## config.mk

```make
export PLATFORM = sky130hd
export DESIGN_NAME = apr_cell
export DESIGN_NICKNAME = d
export VERILOG_FILES = /design/src/hdl/apr_pkg.sv /design/src/hdl/apr_cell.sv
export SDC_FILE = /design/constraint.sdc
export NUM_CORES = 1
export LEC_CHECK = 0
export ABC_AREA = 1
export ABC_CLOCK_PERIOD_IN_PS = 2600
export BUFFER_PORTS_ARGS = -buffer_cell sky130_fd_sc_hd__buf_2
export CAP_MARGIN = 20
export CORE_ASPECT_RATIO = 1.1
export CORE_MARGIN = 4
export CORE_UTILIZATION = 40
export CTS_CLUSTER_DIAMETER = 30
export DETAILED_ROUTE_END_ITERATION = 10
export PLACE_DENSITY = 0.84
export SYNTH_ARGS = -nofsm -noshare
export SYNTH_HDL_FRONTEND = slang
export SYNTH_SLANG_ARGS = --single-unit
```

## constraint.sdc

```tcl
create_clock -name clk_i -period 2.6 [get_ports clk_i]
set_clock_uncertainty 0.15 [all_clocks]
set_input_delay 0.26 -clock clk_i [delete_from_list [all_inputs] [get_ports clk_i]]
set_output_delay 0.26 -clock clk_i [all_outputs]
set_load 0.02 [all_outputs]
```

## src/hdl/apr_pkg.sv

```systemverilog
// ----------------------------------------------------------------------------
// apr_pkg: shared types and constants of the average precision ranker
// Item layout, chain cell control, sequencer states and fixed field widths.
// ----------------------------------------------------------------------------
`default_nettype none

package apr_pkg;

  // Fixed field widths of the stream payloads and the register
  localparam int unsigned SCORE_W    = 32;
  localparam int unsigned CUTOFF_W   = 11;
  localparam int unsigned AP_W       = 17;
  localparam int unsigned TOTAL_W    = 11;
  localparam int unsigned IN_DATA_W  = 40;
  localparam int unsigned OUT_DATA_W = 40;

  // Cutoff after reset: no position is cut off
  localparam logic [CUTOFF_W-1:0] CUTOFF_RST = 11'd1024;

  // One ranked entry held by a chain cell
  typedef struct packed {
    logic signed [SCORE_W-1:0] score;
    logic                      rel;
  } apr_item_t;

  // Chain operation applied to every cell in a cycle
  typedef enum logic [1:0] {
    CHAIN_HOLD,
    CHAIN_INSERT,
    CHAIN_SHIFT
  } chain_op_e;

  // Control broadcast along the chain
  typedef struct packed {
    chain_op_e op;
    apr_item_t item;
  } apr_chain_ctl_t;

  // Sequencer states
  typedef enum logic [2:0] {
    ST_LOAD,
    ST_WALK,
    ST_TERM,
    ST_FINAL,
    ST_DONE
  } apr_state_e;

endpackage

`default_nettype wire

```

## src/hdl/apr_cell.sv

```systemverilog
// ----------------------------------------------------------------------------
// apr_cell: one slot of the sorting chain
// Holds one ranked entry. On insert it keeps its entry, takes the new request
// or takes its left neighbour; on shift it takes its right neighbour.
// ----------------------------------------------------------------------------
`default_nettype none

module apr_cell (
  input  wire                          clk_i,
  input  wire apr_pkg::apr_chain_ctl_t ctl_i,
  input  wire apr_pkg::apr_item_t      left_item_i,
  input  wire                          left_ge_i,
  input  wire apr_pkg::apr_item_t      right_item_i,
  input  wire                          occ_i,
  output apr_pkg::apr_item_t           item_o,
  output logic                         ge_o
);
  import apr_pkg::*;

  apr_item_t item_q;
  apr_item_t item_d;

  // Entry stays ahead of the new request when it scores at least as high
  assign ge_o   = occ_i && (item_q.score >= ctl_i.item.score);
  assign item_o = item_q;

  // Pick the next content of this slot
  always_comb begin
    item_d = item_q;
    case (ctl_i.op)
      CHAIN_INSERT: begin
        if (!ge_o) begin
          item_d = left_ge_i ? ctl_i.item : left_item_i;
        end
      end
      CHAIN_SHIFT: begin
        item_d = right_item_i;
      end
      default: begin
        item_d = item_q;
      end
    endcase
  end

  always_ff @(posedge clk_i) begin
    item_q <= item_d;
  end

endmodule

`default_nettype wire

```

Yosys cells after proc, flatten, opt, wreduce, memory -nomap -nowiden
Index checks and enable logic that the tools add are counted.
- mux-type cells: 3
- eq/ne operators: 3
- reductions and logical operators: 3
- $lt $le $gt $ge: 1
- operators with widths (kind ; count):
    $mux W33 ; 2
    $pmux W33 S2 ; 1
    $ge A32 B32 Y1 ; 1
    $eq A2 B1 Y1 const B ; 1
    $eq A2 B2 Y1 const B ; 1
    $ne A2 B2 Y1 const B ; 1
    $reduce_and A2 Y1 ; 1
    $reduce_bool A2 Y1 ; 1
    $logic_and A1 B1 Y1 ; 1
- output and inout bits: 34
- input port bits: 104
- register bits after elaboration: 33
- logic and storage cells: 12

Depth between registers and ports, before layout
Gate-level depths: netlist of run 1.
- word-level depth: 4
- gate-level depth with buffers: 18
- gate-level depth less buffers: 18

Worst setup path before layout of run 1
Ideal clock, no wire load.
- path type: reg2reg
- from: register item_q (netlist bit item_o[32])
- to: register item_q (netlist bit item_o[0]) (enable)
- buffers on the path: 0
- arrival: 2.317 ns
- period minus slack after synthesis: 2.857 ns
- required time: 2.059 ns
- library setup time: 0.391 ns
- setup slack: -0.257 ns
- stages on the path, launching flop included: 12
- cell sequence: edfxtp_1 -> ha_1 -> nand2_1 -> nor2_2 -> nand2_2 -> nor4_4 -> nand2_1 -> nand3_1 -> nand3_1 -> nand2_1 -> nand2_1 -> nand2_1
- word-level cells in the longest chain between the ends: 4
- RTL lines (element ; RTL line ; source):
    start, declared ; apr_cell.sv:20 ; apr_item_t item_q;
    start signal, assigned ; apr_cell.sv:46 ; item_q <= item_d;
    $ge A32 B32 Y1 ; apr_cell.sv:24 ; assign ge_o = occ_i && (item_q.score >= ctl_i.item.score);
    $logic_and A1 B1 Y1 ; apr_cell.sv:24 ;
    $ne A2 B2 Y1 (no line) ; n/a ;
    $reduce_and A2 Y1 (no line) ; n/a ;
No other way between the ends.
A chain may end at the register's enable or synchronous reset.

Worst setup path after layout of run 1
- from: register item_q (netlist bit item_o[32])
- to: output ge_o
- word-level cells in the longest chain between the ends: 2
- RTL lines (element ; RTL line ; source):
    $ge A32 B32 Y1 ; apr_cell.sv:24 ;
    $logic_and A1 B1 Y1 ; apr_cell.sv:24 ;
    end, declared ; apr_cell.sv:16 ; output logic ge_o
No other way between the ends.

==> impl_results.md, run 1 <==
* Critical Path, Cell by Cell: ha_4, nand2_2, nor2_4, nand2_2, nor4_4, nand2_1, nand2_1, nand2_1, nand3_1, nand2_1, inv_1, buf_6
* Shortest period the worst path allows at 2400 ps
* Synth area leader: edfxtp_1
* Critical Path Fanout Max at 4
* WHS at 133 ps
* Final net count at 602
* Die ar. at 0.00794 sq mm
* Commonest non-fill, non-tap cell in the layout: buf_2
* Final non-filler cell total at 547
* Leak pwr at 1.87 nW
* Synth top area cells: edfxtp_1 38%, ha_1 15%, nand2_1 14%
* Routed via count at 2752
* Ports at 138
* Root buf cell: clkbuf_8
* Least-Margin Pin Slew at 582 ps
* Worst Hold Class: in -> reg
* Critical Path AT at 1990 ps
* Gpl congestion at 0.805
* Design Area, Final at 0.00354 sq mm
* Peak supply drop at 0.342 mV
* Peak Freq at 0.416 GHz
* Die Wd at 85.3 um
* Number of flip-flops under the largest register name at 33
* Global-route wire length before repair at 11900 um
* Final setup violation count at 0
* Clock Path Buffers at 2
* # clock sinks at 33
* Crit-path slowest cell: edfxtp_1
* CP dominant cell by count: nand2_1
* Crit path required time at 2190 ps
* Clk pin slew, worst setup/hold paths at 70 ps
* Startpoint Class: register
* Placed Instance Area at 0.00342 sq mm
* Initial Util at 42.0%
* Register bit total from synthesis at 33
* Max-slew headroom at 61.2%
* Final hold vios at 0
* CORE AREA at 0.00627 sq mm
* Syn Area/Cell at 7.90 sq um
* Commonest non-fill, non-tap cells in the layout: 136 x buf_2, 99 x nand2_1, 42 x inv_1
* Area share of the largest cell type after synthesis at 37.7%
* Syn_nets at 469
* DRT Pass-1 Iters at 4
* Slowest stage delay, CP at 440 ps
* Largest net degree at the start of global routing at 34
* Pwr Density at 445 mW/mm^2
* IO Port Bufs at 137
* Post-synthesis sequential area ratio at 37.7%
* Cells after Synth at 333
* Synth Cell Area at 0.00263 sq mm
* Synthesis-to-finish area growth at 34.7%
* Rows at 30
* Die Y at 93.1 um
* Routed len/inst at 14.3 um
* Netlist cell types at 22
* Total wire length at 7810 um
* Run status: completed
* Vias in the first global route at 2748
* Dpl hpwl at 6210 um
* Slew Viols, Final at 0
* Max cap viols at 0
* # diodes at 0
* Post-DRT Antenna Nets at 0
* Initial DRC count at 103
* CP Capture Type: output pin
* Antenna violations before repair at 0
* Clock insertion delay at the later pin of the skew report at 270 ps
* CTS tree: built
* Final period util at 92.4%
* GR Overflow Total at 0
* DRC at 0
* Routed vias/inst at 5.03
* Synth Warn # at 0
* Crit Path Class: reg -> out
* H-tree depth at 2
* Layout cells sized above 1 at 34.5%
* Setup bufs post-CTS at 0
* Layout fillers at 583
* Total GRT Usage at 18.5%
* CTS buffer count at 5
* Placed cell count at 539
==> per-stage QoR <==
| stage | setup WS [ps] | TNS (ps) | utilization (%) | power, W |
|---|---|---|---|---|
| final | 198 | 0 | 56.5 | 0.00158 |
| after global routing | -13.6 | -13.6 | 56.5 | 0.00168 |
| after global placement | 243 | 0 | 54.6 | 0.00119 |
| after detailed placement | 135 | 0 | 54.6 | 0.00122 |
| after floorplan | 44.7 | 0 | - | 0.00101 |
| after CTS | 77.5 | 0 | 55.9 | 0.00158 |
==> worst paths after layout <==
kind,from,end,slack [ps],cells past startpoint
max reg2reg,item_o[32],item_o[16],260,12
min reg2reg,item_o[32],item_o[1],1060,7
max,item_o[32],ge_o,200,12
min,right_item_i[19],item_o[19],130,3
==> worst max-delay path, delay by kind of cell (launching register included) <==
kind / cells / cell delay, ps
adders and majority gates: 1 / 320
DFF: 1 / 440
and+or+nand+nor: 9 / 770
buffers and inverters: 2 / 190
==> cells in the mapped netlist <==
cell,number
edfxtp_1,33
nand4_1,2
a31oi_1,2
o21a_1,1
clkbuf_1,16
nor2_1,13
o211ai_1,30
o21ai_0,3
a21oi_2,1
nor2_2,1
o21a_2,1
nor4_4,1
nand2_1,101
a21o_1,2
o21ai_1,1
inv_1,42
nand3_1,33
nand2_2,2
buf_2,1
ha_1,32
inv_2,1
a21oi_1,14
==> report_power, final <==
part | switching (W) | total (W) | internal, W | leakage (nW)
sequential | 0.0000272 | 0.000681 | 0.000654 | 0.318
clock | 0.000178 | 0.000359 | 0.000180 | 0.0430
combinational | 0.000317 | 0.000538 | 0.000222 | 1.51
total | 0.000522 | 0.00158 | 0.00106 | 1.87
==> timing repair <==
action | CTS | global route
gates resized for setup | 0 | 8
endpoints found under the setup margin | 0 | 31
hold buffers | 0 | 0
endpoints found under the hold margin | 0 | 0
==> per-layer routing <==
layer / track usage [%] / wire [um] / vias up
met5: 0 / 0 / -
met4: 7.65 / 182 / 0
met3: 3.88 / 685 / 17
met2: 33.4 / 4020 / 118
met1: 21.0 / 2930 / 1220
li1: - / - / 1397
==> area by class of cell <==
cell class                      instances  area [sq um]  area share [%]
Timing Repair Buffer                  143           766            21.6
Clock buffer                            5          68.8            1.94
Multi-Input combinational cell        240          1440            40.7
Tap cell                               80           100            2.82
Clock inverter                          3          12.5           0.353
Sequential cell                        33           991            28.0
Inverter                               43           161            4.56
==> cells by family after synthesis <==
kind of cell / after synthesis / synth area share, %
and+or+nand+nor: 153 / 24.5
buffers and inverters: 60 / 8.61
AOI/OAI and AO/OA: 55 / 14.0
DFF: 33 / 37.7
adders and majority gates: 32 / 15.2
No activity file was read; power rests on OpenSTA's default activity.
==> run 2, diff against run 1 <==
ABC_AREA = default   (was 1)
PLACE_DENSITY = 0.85   (was 0.84)
==> impl_results.md, run 2 <==
* Die ar. at 0.00774 sq mm
* Total wire length at 7190 um
* Initial Util at 41.3%
* Setup WS post-layout at -512 ps
* Synth Cell Area at 0.00256 sq mm
* Gpl congestion at 0.790
* IO Port Bufs at 137
* Crit path required time at 2190 ps
* Multi-input logic area at 0.00151 sq mm
* Peak supply drop at 0.290 mV
* Die Y at 91.9 um
* FF-to-FF Start: item_o[23]
* Critical Path End: ge_o
* Failing checks: setup timing
* Commonest cells post-synth: 41 x nand2_1, 34 x inv_1, 33 x edfxtp_1, 33 x mux2i_1, 32 x ha_1
* Commonest non-fill, non-tap cells in the layout: 136 x buf_2, 41 x nand2_1, 36 x buf_4
* Initial DRC count at 74
* Vias in the first global route at 2521
* Netlist cell types at 32
* RSZ-0062 raised after global routing: yes
* Synth area leader: edfxtp_1
* Crit Path Class: reg -> out
* Post-DRT Antenna Nets at 0
* Syn Area/Cell at 9.76 sq um
* CORE AREA at 0.00619 sq mm
* Rows at 30
* Storage cell area at 991 sq um
* Ports at 138
* Ys flop type: edfxtp_1
* Routed via count at 2538
* CTS tree: built
* Post-synthesis async set-or-reset flop share at 0%
* Number of flip-flops under the largest register name at 33
* Min-delay src: right_item_i[15]
* Max cap viols at 0
* RR Endpoint: item_o[1]
* # diodes at 0
* Syn_nets at 398
* Leak pwr at 1.99 nW
* Worst Setup SP: item_o[23]
* Commonest non-fill, non-tap cell in the layout: buf_2
* Synthesis-to-finish area growth at 50.5%
* Startpoint Class: register
* Global-route wire length before repair at 11100 um
* R2r setup slk at -500 ps
* Routed vias/inst at 4.92
* Pre-CTS WS at -509 ps
* Worst Hold Class: in -> reg
* Dpl hpwl at 5760 um
* Synth top area cells: edfxtp_1 39%, ha_1 16%, mux2i_1 13%
* Slowest stage delay, CP at 560 ps
* Layout cells sized above 1 at 46.8%
* GR Overflow Total at 0
* WHS at 105 ps
* Shortest period the worst path allows at 3110 ps
* Final setup violation count at 34
* CP Capture Type: output pin
* Critical Path AT at 2700 ps
* Total GRT Usage at 17.7%
* Pwr Total at 0.00174 W
* Clock Path Buffers at 2
* Cells after Synth at 262
* Area share of the largest cell type after synthesis at 38.7%
* Crit-path slowest cell: or4_4
* DRT Pass-1 Iters at 4
* Reg2reg path depth at 9
* Post-synthesis sequential area ratio at 38.7%
* Placed cell count at 503
* Final net count at 571
* Largest net degree at the start of global routing at 37
* Clock insertion delay at the later pin of the skew report at 280 ps
* Layout fillers at 563
* Final hold vios at 0
* H-tree depth at 2
* Critical Path Fanout Max at 2
* Max-slew headroom at 65.6%
* Final period util at 120%
* Antenna violations before repair at 0
* Pwr Density at 452 mW/mm^2
* Root buf cell: clkbuf_8
* Die Wd at 84.2 um
* DRC at 0
* Utilization after layout at 62.2%
* Register bit total from synthesis at 33
* Run status: finished with violations
* Critical Path, Cell by Cell: ha_4, nand4_1, or4_4, a211o_1, o211ai_2, mux2_4, o21a_4, buf_6
* Clk pin slew, worst setup/hold paths at 70 ps
* Synth Warn # at 0
* Peak Freq at 0.321 GHz
* Slew Viols, Final at 0
* # clock sinks at 33
* EDFF count, synth at 33
* Least-Margin Pin Slew at 515 ps
* Count leader, synth: nand2_1
* CTS buffer count at 5
* Final non-filler cell total at 516
* Routed len/inst at 13.9 um
-- run 2: per-layer routing --
metal | vias to the layer above | GRT usage (%) | part of all wire, % | routed length, um
li1 | 1286 | - | - | -
met1 | 1159 | 19.7 | 39 | 2840
met2 | 87 | 33.0 | 53 | 3780
met3 | 6 | 4.85 | 6.9 | 493
met4 | 0 | 4.16 | 1.0 | 74
met5 | - | 0 | 0 | 0
-- run 2: cell families (layout without fill, tap and decap cells) --
group | after synthesis | count (layout) | share of synthesized area [%]
compound gates | 61 | 61 | 14.4
simple gates | 57 | 57 | 11.1
buf+inv | 45 | 219 | 6.60
mux | 34 | 34 | 13.5
flops | 33 | 33 | 38.7
fa+ha+maj | 32 | 32 | 15.7
-- run 2: critical path: cells and delay by family (launching register included) --
kind            cells  cell delay [ps]
compound gates      3              550
fa+ha+maj           1              300
buf+inv             1              120
flops               1              440
mux                 1              340
simple gates        2              680
-- run 2: metrics by stage --
stage | TNS, ps | instance area [sq um]
after floorplan | -42050 | 2590
after global placement | -13830 | 3620
after detailed placement | -16660 | 3620
after CTS | -16180 | 3770
after global routing | -19690 | 3850
final | -16620 | 3850
-- run 2: repair_timing --
item	in CTS	in global routing
setup endpoints to repair	34	34
hold buffers	0	0
buffers inserted	0	4
gates resized for setup	9	7
pin swaps	4	4
cloned	0	2
-- run 2: worst min-delay path by stage --
stage / cells after the start / end / slack [ps]
2_1_floorplan: 2 / item_o[10] / 300
5_1_grt: 3 / item_o[15] / 100
3_5_place_dp: 3 / item_o[15] / 390
6_report: 3 / item_o[15] / 100
3_3_place_gp: 3 / item_o[15] / 390
4_1_cts: 3 / item_o[15] / 90
-- run 2: final cells by class --
class | instances | area share, %
sequential | 33 | 25.7
timing repair buffer | 177 | 26.9
multi-input combinational | 184 | 39.3
tap | 80 | 2.60
clock buffer | 6 | 1.88
clock inverter | 2 | 0.260
inverter | 34 | 3.31
-- run 2: power by group --
group / switching, W / internal (W)
clock: 0.000183 / 0.000185
sequential: 0.0000346 / 0.000666
combinational: 0.000341 / 0.000332
