<file path="config.mk">
export PLATFORM = sky130hd
export DESIGN_NAME = apr_div
export DESIGN_NICKNAME = d
export VERILOG_FILES = /design/src/hdl/apr_div.sv
export SDC_FILE = /design/constraint.sdc
export NUM_CORES = 1
export LEC_CHECK = 0
export ABC_AREA = 1
export BUFFER_PORTS_ARGS = -buffer_cell sky130_fd_sc_hd__buf_2
export CAP_MARGIN = 20
export CORE_MARGIN = 2
export CORE_UTILIZATION = 25
export CTS_CLUSTER_DIAMETER = 80
export DETAILED_ROUTE_END_ITERATION = 12
export SLEW_MARGIN = 20
export SYNTH_ARGS = -nofsm -noshare
export SYNTH_HDL_FRONTEND = slang
export SYNTH_SLANG_ARGS = --single-unit
</file>
<file path="constraint.sdc">
create_clock -name clk_i -period 3.9 [get_ports clk_i]
set_input_delay 0.585 -clock clk_i [delete_from_list [all_inputs] [get_ports clk_i]]
set_output_delay 0.585 -clock clk_i [all_outputs]
set_load 0.03 [all_outputs]
</file>
<file path="src/hdl/apr_div.sv">
// ----------------------------------------------------------------------------
// apr_div: iterative unsigned divider
// Restoring division, one quotient bit per cycle; start_i restarts any division in progress.
// done_o pulses for one cycle when the quotient is ready.
// ----------------------------------------------------------------------------
`default_nettype none

module apr_div #(
  parameter int unsigned NUM_W = 28,
  parameter int unsigned DEN_W = 11
) (
  input  wire              clk_i,
  input  wire              rst_ni,
  input  wire              start_i,
  input  wire [NUM_W-1:0]  num_i,
  input  wire [DEN_W-1:0]  den_i,
  output logic             busy_o,
  output logic             done_o,
  output logic [NUM_W-1:0] quo_o
);
  localparam int unsigned CNT_W = $clog2(NUM_W + 1);

  logic [CNT_W-1:0] cnt_q, cnt_d;
  logic             done_q, done_d;
  logic [NUM_W-1:0] quo_q, quo_d;
  logic [DEN_W-1:0] rem_q, rem_d;
  logic [DEN_W-1:0] den_q, den_d;
  logic [DEN_W:0]   rem_sh;
  logic             fits;

  // Bring down the next dividend bit and try the subtraction
  assign rem_sh = {rem_q, quo_q[NUM_W-1]};
  assign fits   = rem_sh >= {1'b0, den_q};

  always_comb begin
    cnt_d  = cnt_q;
    done_d = 1'b0;
    quo_d  = quo_q;
    rem_d  = rem_q;
    den_d  = den_q;
    if (start_i) begin
      cnt_d = CNT_W'(NUM_W);
      quo_d = num_i;
      rem_d = '0;
      den_d = den_i;
    end else if (cnt_q != '0) begin
      cnt_d  = cnt_q - 1'b1;
      done_d = (cnt_q == CNT_W'(1));
      quo_d  = {quo_q[NUM_W-2:0], fits};
      rem_d  = fits ? DEN_W'(rem_sh - {1'b0, den_q}) : rem_sh[DEN_W-1:0];
    end
  end

  // Iteration control
  always_ff @(posedge clk_i or negedge rst_ni) begin
    if (!rst_ni) begin
      cnt_q  <= '0;
      done_q <= 1'b0;
    end else begin
      cnt_q  <= cnt_d;
      done_q <= done_d;
    end
  end

  // Working registers
  always_ff @(posedge clk_i) begin
    quo_q <= quo_d;
    rem_q <= rem_d;
    den_q <= den_d;
  end

  assign busy_o = (cnt_q != '0);
  assign done_o = done_q;
  assign quo_o  = quo_q;

endmodule

`default_nettype wire

</file>
* Word level (Yosys, flattened, before mapping)
Index checks and enable logic that the tools add are counted.
** Word-level totals
- Bits in registers :: 56
- Output and inout port bits :: 30
- Word-level logic and storage cells :: 18
** Cells by class
- Add/sub/neg operators :: 2
- Mux-type cells :: 7
- $lt $le $gt $ge :: 1
- Reductions and logical operators :: 2
- Equality and inequality tests :: 1
** Operator list (number)
- 2-to-1 mux 28 bit :: 2
- >= comparator 12 x 11 -> 1 bit :: 1
- 2-to-1 mux 11 bit :: 1
- subtractor 11 bit :: 1
- 2-to-1 mux 5 bit :: 2
- equality test 5 x 1 -> 1 bit (second input constant) :: 1
- nonzero test 5 bit :: 1
- subtractor 5 x 1 -> 5 bit (second input constant) :: 1
- 2-to-1 mux 1 bit :: 2
- nonzero test 2 bit :: 1

* Longest topological paths before layout
Gate-level depths: netlist of the first run.
- Depth after elaboration :: 3
- Mapped depth :: 12

* Worst setup path after synthesis of the first run
No wires, ideal clock.
- Path type :: register to register
- Start point :: reg quo_q[27] (netlist: quo_o[27])
- End point :: reg rem_q[6]
- Arrival :: 1.912 ns
- Period minus slack after synthesis :: 2.025 ns
- Setup slack :: 1.875 ns
- Cell stages (with the launch flop) :: 13
- Path through :: edfxtp_1 inv_1 ha_1 fa_1 inv_1 nand3_1 nand3_2 nand2_2 nand4_4 buf_12 nand3_2 nand3_1 nand2_1
** On the way
- Cells in the longest elaborated chain, start to end :: 2
** Ends and longest elaborated chain
- from (decl) :: line 25 : logic [NUM_W-1:0] quo_q, quo_d;
- from (signal assigned) :: line 67 : quo_q <= quo_d;
- subtractor 11 bit / >= comparator 12 x 11 -> 1 bit (equally long branches) :: line 50, 33
- 2-to-1 mux 11 bit (*) :: line 50 : rem_d = fits ? DEN_W'(rem_sh - {1'b0, den_q}) : rem_sh[DEN_W-1:0];
- to (signal assigned) :: line 68 : rem_q <= rem_d;
- to (decl) :: line 26 : logic [DEN_W-1:0] rem_q, rem_d;
Every way passes the cells marked *; elsewhere a longest branch is shown, timed or not.
A chain may end at the register's enable or synchronous reset.

* Final worst setup path of the first run
- Start point :: reg quo_q[27] (netlist: quo_o[27])
- End point :: reg quo_q[0] (netlist: quo_o[0]) (data pin)
** On the way
- Cells in the longest elaborated chain, start to end :: 3
** Ends and longest elaborated chain
- >= comparator 12 x 11 -> 1 bit :: line 33 : assign fits = rem_sh >= {1'b0, den_q};
- 2-to-1 mux 28 bit :: line 46 : end else if (cnt_q != '0) begin
- 2-to-1 mux 28 bit :: line 41 : if (start_i) begin
- via quo_d[0] :: line 25
The timed path passes the listed nets, and every way through them passes these cells. The select of a mux whose other input is x is not followed.

==> impl_metrics.tcl, run 1 <==
set metrics [dict create \
    status "completed" \
    viasPerCell 4.21 \
    crit_arrival_ns 2.33 \
    cts_resized 0 \
    cts_buffers 5 \
    ys_seq_elements 56 \
    grt_pass1_vias 2578 \
    drv_cap 0 \
    num_antenna_cells 0 \
    yosysSeqAreaShare_pct 48.8 \
    yosys.area.top_type_share_pct 37.1 \
    post-dp-hpwl_mm 5.44 \
    ir_drop_mv 0.213 \
    clockRootBuffer "clkbuf_16" \
    p_per_area_mw_per_mm2 567 \
    dieWidth_um 116 \
    yosys-top-cells-area "edfxtp_1 37%, nand2_1 18%, dfxtp_1 7.0%" \
    layout_setup_ws_ns 1.62 \
    worstSetupPathType "reg2reg" \
    worstPathMaxFanout 12 \
    ctsHtreeMaxLevel 2 \
    start_util_pct 25.3 \
    setup_viol 0 \
    drt-total-wl_mm 7.24 \
    p_comb_share_pct 42.9 \
    synth_nets 437 \
    async_flop_share_pct 10.7 \
    grt_pass1_wl_mm 12.1 \
    yosys.area.top_type "edfxtp_1" \
    wl_per_cell_um 11.6 \
    rows 41 \
    switching_power_mw 0.857 \
    synth_cell_types 34 \
    die_h_um 116 \
    antenna_found_initial 0 \
    fmax_mhz 439 \
    cts_setup_buffers 0 \
    syn_area_per_cell_um2 8.31 \
    clock_sinks 56 \
    switching_share_pct 39.6 \
    io_pins 72 \
    synth_top_flop_cell "edfxtp_1" \
    grt_max_degree 43 \
    fp.coreArea_mm2 0.0125 \
    drt_iter0_drc 123 \
    synth_edf_count 39 \
    worstSetupEndpointType "register" \
    fin_setup_tns_ns 0 \
    period_share_pct 58.4 \
    drc 0 \
    fin_util_pct 30.6 \
    required_ns 3.95 \
    whs_ns 0.106 \
    grt_overflow_total 0 \
    seqPwrFrac_pct 37.2 \
    hold_viol 0 \
    nets 506 \
    yosys_warnings 0 \
    drive_gt1_share_pct 24.7 \
    relSlewSlack_pct 34.1 \
    grt_use_total_pct 11.1 \
    vias 2620 \
    total_leakage_power_nw 1.94 \
    worst_clock_skew_ns 0.00622 \
    cts_tree "done" \
    worst_pin_slew_ns 0.985 \
    synth_cells 380 \
    antenna_left 0 \
    fin_crit_ns 2.28 \
    power_frac_clock_pct 19.9 \
    clk_path_buf_depth 2 \
    portBuffers 71 \
    slew_viol_final 0 \
    final_common_cell "nand2_1" \
    cp-start-kind "register" \
    areaGrowthSynthToFinish_pct 20.9 \
    cts.reportedPaths.clkPinSlew_ns 0.07 \
    dp_slack_ns 1.60 \
    drtPass1Iterations 4 \
    hold_path.class "in2async" \
    routabilityCongestion 0.857 \
    mostFrequentLayoutCells "150 x nand2_1, 71 x buf_2, 51 x inv_1" \
    synth_area_mm2 0.00316 \
    clock_latency_ns 0.29 \
    internal_power_mw 1.31 \
    die-area_mm2 0.0136 \
    cts_hold_buf 0 \
    rsz0062_at_grt "no" \
]
==> cell type report <==
class | count | area [um2]
fill | 1294 | 8650
clock inverter | 3 | 13.8
multi-input combinational | 258 | 1340
tap | 172 | 215
clock buffer | 5 | 125
timing repair buffer | 74 | 385
sequential | 56 | 1540
inverter | 54 | 203
==> synth_stat cells, drive strengths merged (2+ instances only) <==
| cell | n |
|---|---|
| a21oi | 6 |
| buf | 7 |
| clkbuf | 5 |
| dfrtp | 6 |
| dfxtp | 11 |
| edfxtp | 39 |
| ha | 14 |
| inv | 54 |
| nand2 | 163 |
| nand3 | 33 |
| nand4 | 15 |
| nor2 | 15 |
| o21ai | 2 |
| xnor2 | 2 |
==> cells by family after synthesis <==
| group | Yosys count | synth area share, % |
|---|---|---|
| AOI/OAI and AO/OA | 11 | 2.06 |
| xor gates and xnor gates | 3 | 0.832 |
| adders and majority gates | 15 | 6.18 |
| buffers and inverters | 66 | 8.95 |
| DFF | 56 | 48.8 |
| and+or+nand+nor | 229 | 33.2 |
==> final timing paths <==
check | from | to | slack, ns | cells after the start
worst max register to register | quo_o[27] | quo_o[0] | 1.62 | 10
worst min register to register | rem_q[10] | rem_q[10] | 0.48 | 2
worst min-delay path | rst_ni | cnt_q[1] | 0.11 | 1
max in group asynchronous | rst_ni | cnt_q[4] | 3.65 | 1
worst max-delay path | quo_o[27] | quo_o[0] | 1.62 | 10
min in group clk_i | den_i[7] | den_q[7] | 0.47 | 1
==> worst max-delay path: stages, from the launching register on <==
cell	delay [ns]
edfxtp_1	0.41
inv_1	0.11
ha_1	0.20
fa_1	0.22
inv_1	0.08
nand3_1	0.08
nand3_2	0.13
nand2_2	0.30
nand4_4	0.30
nand2_1	0.14
nand2_1	0.06
==> registers in the layout, indices dropped and copies added, names as in the netlist <==
register,cells
quo_o,28
rem_q,11
done_o,1
cnt_q,5
den_q,11
==> per-layer routing <==
metal	global-route usage [%]	part of all wire [%]	wire, um	vias to the layer above
li1	-	-	-	1352
met1	13.7	44	3210	1179
met2	18.8	47	3400	82
met3	3.06	7.5	542	7
met4	3.97	1.3	91	0
met5	0	0	0	-
==> stage by stage <==
step / power, mW / instance area (um2) / instances
floorplan: 1.59 / 3160 / 380
global placement: 1.73 / 3660 / 613
detailed placement: 1.74 / 3680 / 614
CTS: 2.19 / 3820 / 622
global route: 2.35 / 3820 / 622
finish: 2.17 / 3820 / 622
==> power groups by stage <==
stage               clock, mW  combinational (mW)  sequential [mW]
floorplan                   0               0.728            0.864
global placement            0               0.916            0.816
detailed placement          0               0.927            0.816
CTS                     0.447               0.933            0.806
global route            0.470                1.06            0.818
finish                  0.431               0.931            0.805
(Power assumes the default switching activity.)
==> inputs of run 2 (changes only) <==
--- a/config.mk
+++ b/config.mk
@@ -5,7 +5,7 @@
 export SDC_FILE = /design/constraint.sdc
 export NUM_CORES = 1
 export LEC_CHECK = 0
-export ABC_AREA = 1
+export ABC_AREA = 0
 export BUFFER_PORTS_ARGS = -buffer_cell sky130_fd_sc_hd__buf_2
 export CAP_MARGIN = 20
 export CORE_MARGIN = 2
==> constraint.sdc (replaced) <==
create_clock -name clk_i -period 2.3 [get_ports clk_i]
set_input_delay 0.345 -clock clk_i [delete_from_list [all_inputs] [get_ports clk_i]]
set_output_delay 0.345 -clock clk_i [all_outputs]
set_load 0.03 [all_outputs]
==> impl_metrics.tcl, run 2 <==
set metrics [dict create \
    fin_crit_ns 2.27 \
    fmax_mhz 440 \
    rows 39 \
    drv_cap 0 \
    portBuffers 71 \
    hold_viol 0 \
    vias 2180 \
    fp.coreArea_mm2 0.0115 \
    cts.reportedPaths.clkPinSlew_ns 0.07 \
    final_common_cell "buf_2" \
    status "completed" \
    period_share_pct 98.8 \
    internal_power_mw 1.80 \
    p_comb_share_pct 18.9 \
    ys_seq_elements 56 \
    required_ns 2.51 \
    clockRootBuffer "clkbuf_16" \
    yosys.area.top_type "edfxtp_1" \
    yosysMostFrequentCell "edfxtp_1" \
    power_frac_clock_pct 32.0 \
    worstSetupPathType "reg2reg" \
    layout_setup_ws_ns 0.0273 \
    grt_pass1_vias 2189 \
    yosys-top-cells-area "edfxtp_1 39%, mux2_2 11%, dfxtp_1 7.4%" \
    synth_top_flop_cell "edfxtp_1" \
    post-dp-hpwl_mm 4.79 \
    setup_viol 0 \
    viasPerCell 4.60 \
    cp_slowest_cell "edfxtp_1" \
    synth_edf_count 39 \
    syn_area_per_cell_um2 12.1 \
    clk_path_buf_depth 2 \
    switching_power_mw 0.667 \
    largest_register_ffs 28 \
    cts_buffers 5 \
    areaGrowthSynthToFinish_pct 27.6 \
    synth_top_cells_by_count "39 x edfxtp_1, 28 x mux2_2, 19 x nor2_1, 18 x inv_1, 14 x ha_1" \
    relSlewSlack_pct 64.1 \
    slew_viol_final 0 \
    wl_per_cell_um 13.7 \
    switching_share_pct 27.1 \
    hold_path.class "in2reg" \
    clock_sinks 56 \
    grt_use_total_pct 10.6 \
    dp_slack_ns 0.0162 \
    regArea_mm2 0.00154 \
    grt_max_degree 31 \
    worstSetupEndpointType "register" \
    grt_pass1_wl_mm 10.7 \
    die-area_mm2 0.0128 \
    ir_drop_mv 0.280 \
    io_pins 72 \
    synth_cell_types 49 \
    worst_pin_slew_ns 0.538 \
    yosys_warnings 0 \
    rsz0062_at_grt "yes" \
    antenna_left 0 \
    slowest_delay_ns 0.39 \
    drt-total-wl_mm 6.49 \
    grt_overflow_total 0 \
    seqPwrFrac_pct 49.1 \
    crit_arrival_ns 2.49 \
    drtPass1Iterations 4 \
    synth_cells 247 \
    fin_util_pct 33.0 \
    drc 0 \
    mostFrequentLayoutCells "71 x buf_2, 39 x edfxtp_1, 28 x mux2_2" \
    nets 387 \
    clock_latency_ns 0.30 \
    fill_cells 1179 \
    cts_tree "done" \
    multi_input_area_mm2 0.00134 \
    ctsHtreeMaxLevel 2 \
    power_mw 2.46 \
    yosysSeqAreaShare_pct 51.8 \
    antenna_found_initial 0 \
    routabilityCongestion 0.853 \
    worst_clock_skew_ns 0.00483 \
    cp-start-kind "register" \
    crit_chain "inv_2, ha_4, fa_2, nand2b_4, a21o_1, a22oi_2, o31a_1, buf_12, nand3_1, a311oi_2" \
    synth_nets 304 \
    dieWidth_um 113 \
    worstPathMaxFanout 15 \
    die_h_um 113 \
    synth_area_mm2 0.00298 \
    num_antenna_cells 0 \
    p_per_area_mw_per_mm2 649 \
    drt_iter0_drc 113 \
    yosys.area.top_type_share_pct 39.3 \
    total_leakage_power_nw 1.57 \
    start_util_pct 25.8 \
    async_flop_share_pct 10.7 \
    drive_gt1_share_pct 42.3 \
]
==> run 2: final cells by class <==
type,instances,area share [%]
repair buffers,90,13.8
flip-flops and latches,56,40.6
clock buffers,6,3.66
clock inverters,2,0.264
inverters,18,1.78
well taps,143,4.71
multi-input cells,159,35.2
==> run 2: path summary, 6_finish.rpt <==
check                      startpoint         to  slack (ns)  cells after the start
max in group asynchronous      rst_ni   cnt_q[3]        1.75                      2
setup reg to reg            quo_o[27]  rem_q[10]        0.03                     10
min in group asynchronous      rst_ni     done_o        0.40                      2
setup / recovery            quo_o[27]  rem_q[10]        0.03                     10
hold reg to reg              rem_q[6]   rem_q[6]        0.52                      2
hold / removal               den_i[7]   den_q[7]        0.22                      1
==> run 2: stage by stage <==
stage / instance area, um2 / TNS, ns / hold slack [ns] / std cells
4_1_cts: 3740 / -0.000844 / 0.213 / 469
3_5_place_dp: 3580 / 0 / 0.182 / 460
2_1_floorplan: 2990 / -0.961 / 0.0494 / 247
3_3_place_gp: 3580 / 0 / 0.179 / 460
6_report: 3800 / 0 / 0.218 / 474
5_1_grt: 3800 / -0.673 / 0.215 / 474
==> run 2: what timing repair did <==
item | 4_1_cts | 5_1_grt
gates resized for setup | 0 | 5
buffers inserted | 0 | 5
hold endpoints to repair | 6 | 0
pin swaps | 0 | 2
hold buffers | 1 | 0
endpoints found under the setup margin | 1 | 10
==> run 2: logic make-up (layout without fill, tap and decap cells) <==
family,count (synthesis),count (layout),synth area share [%]
flip-flops,56,56,51.8
buffers and inverters,32,116,4.54
XOR/XNOR,4,4,1.18
AND/OR/NAND/NOR,55,55,9.67
adder cells (fa/ha/maj),15,15,6.56
multiplexers,35,35,12.9
AO/OA/AOI/OAI,50,50,13.3
==> run 2: metal layers <==
metal	vias up	GRT usage (%)	routed length, um
met2	58	16.8	3060
li1	1083	-	-
met1	1027	13.5	2970
met4	0	5.12	170
met3	12	2.46	303
met5	-	0	0
==> run 2: worst max-delay path: cells and delay by family, from the launching register on <==
family	cells	cell delay [ns]
AOI/OAI and AO/OA	4	0.81
adders and majority gates	2	0.50
DFF	1	0.39
and+or+nand+nor	2	0.25
buffers and inverters	2	0.23
==> run 2: power by group through the flow <==
stage | Sequential, mW | Clock [mW] | Combinational [mW]
floorplan | 1.33 | 0 | 0.208
CTS | 1.21 | 0.804 | 0.458
global placement | 1.23 | 0 | 0.447
global route | 1.22 | 0.840 | 0.511
finish | 1.21 | 0.788 | 0.465
detailed placement | 1.23 | 0 | 0.455
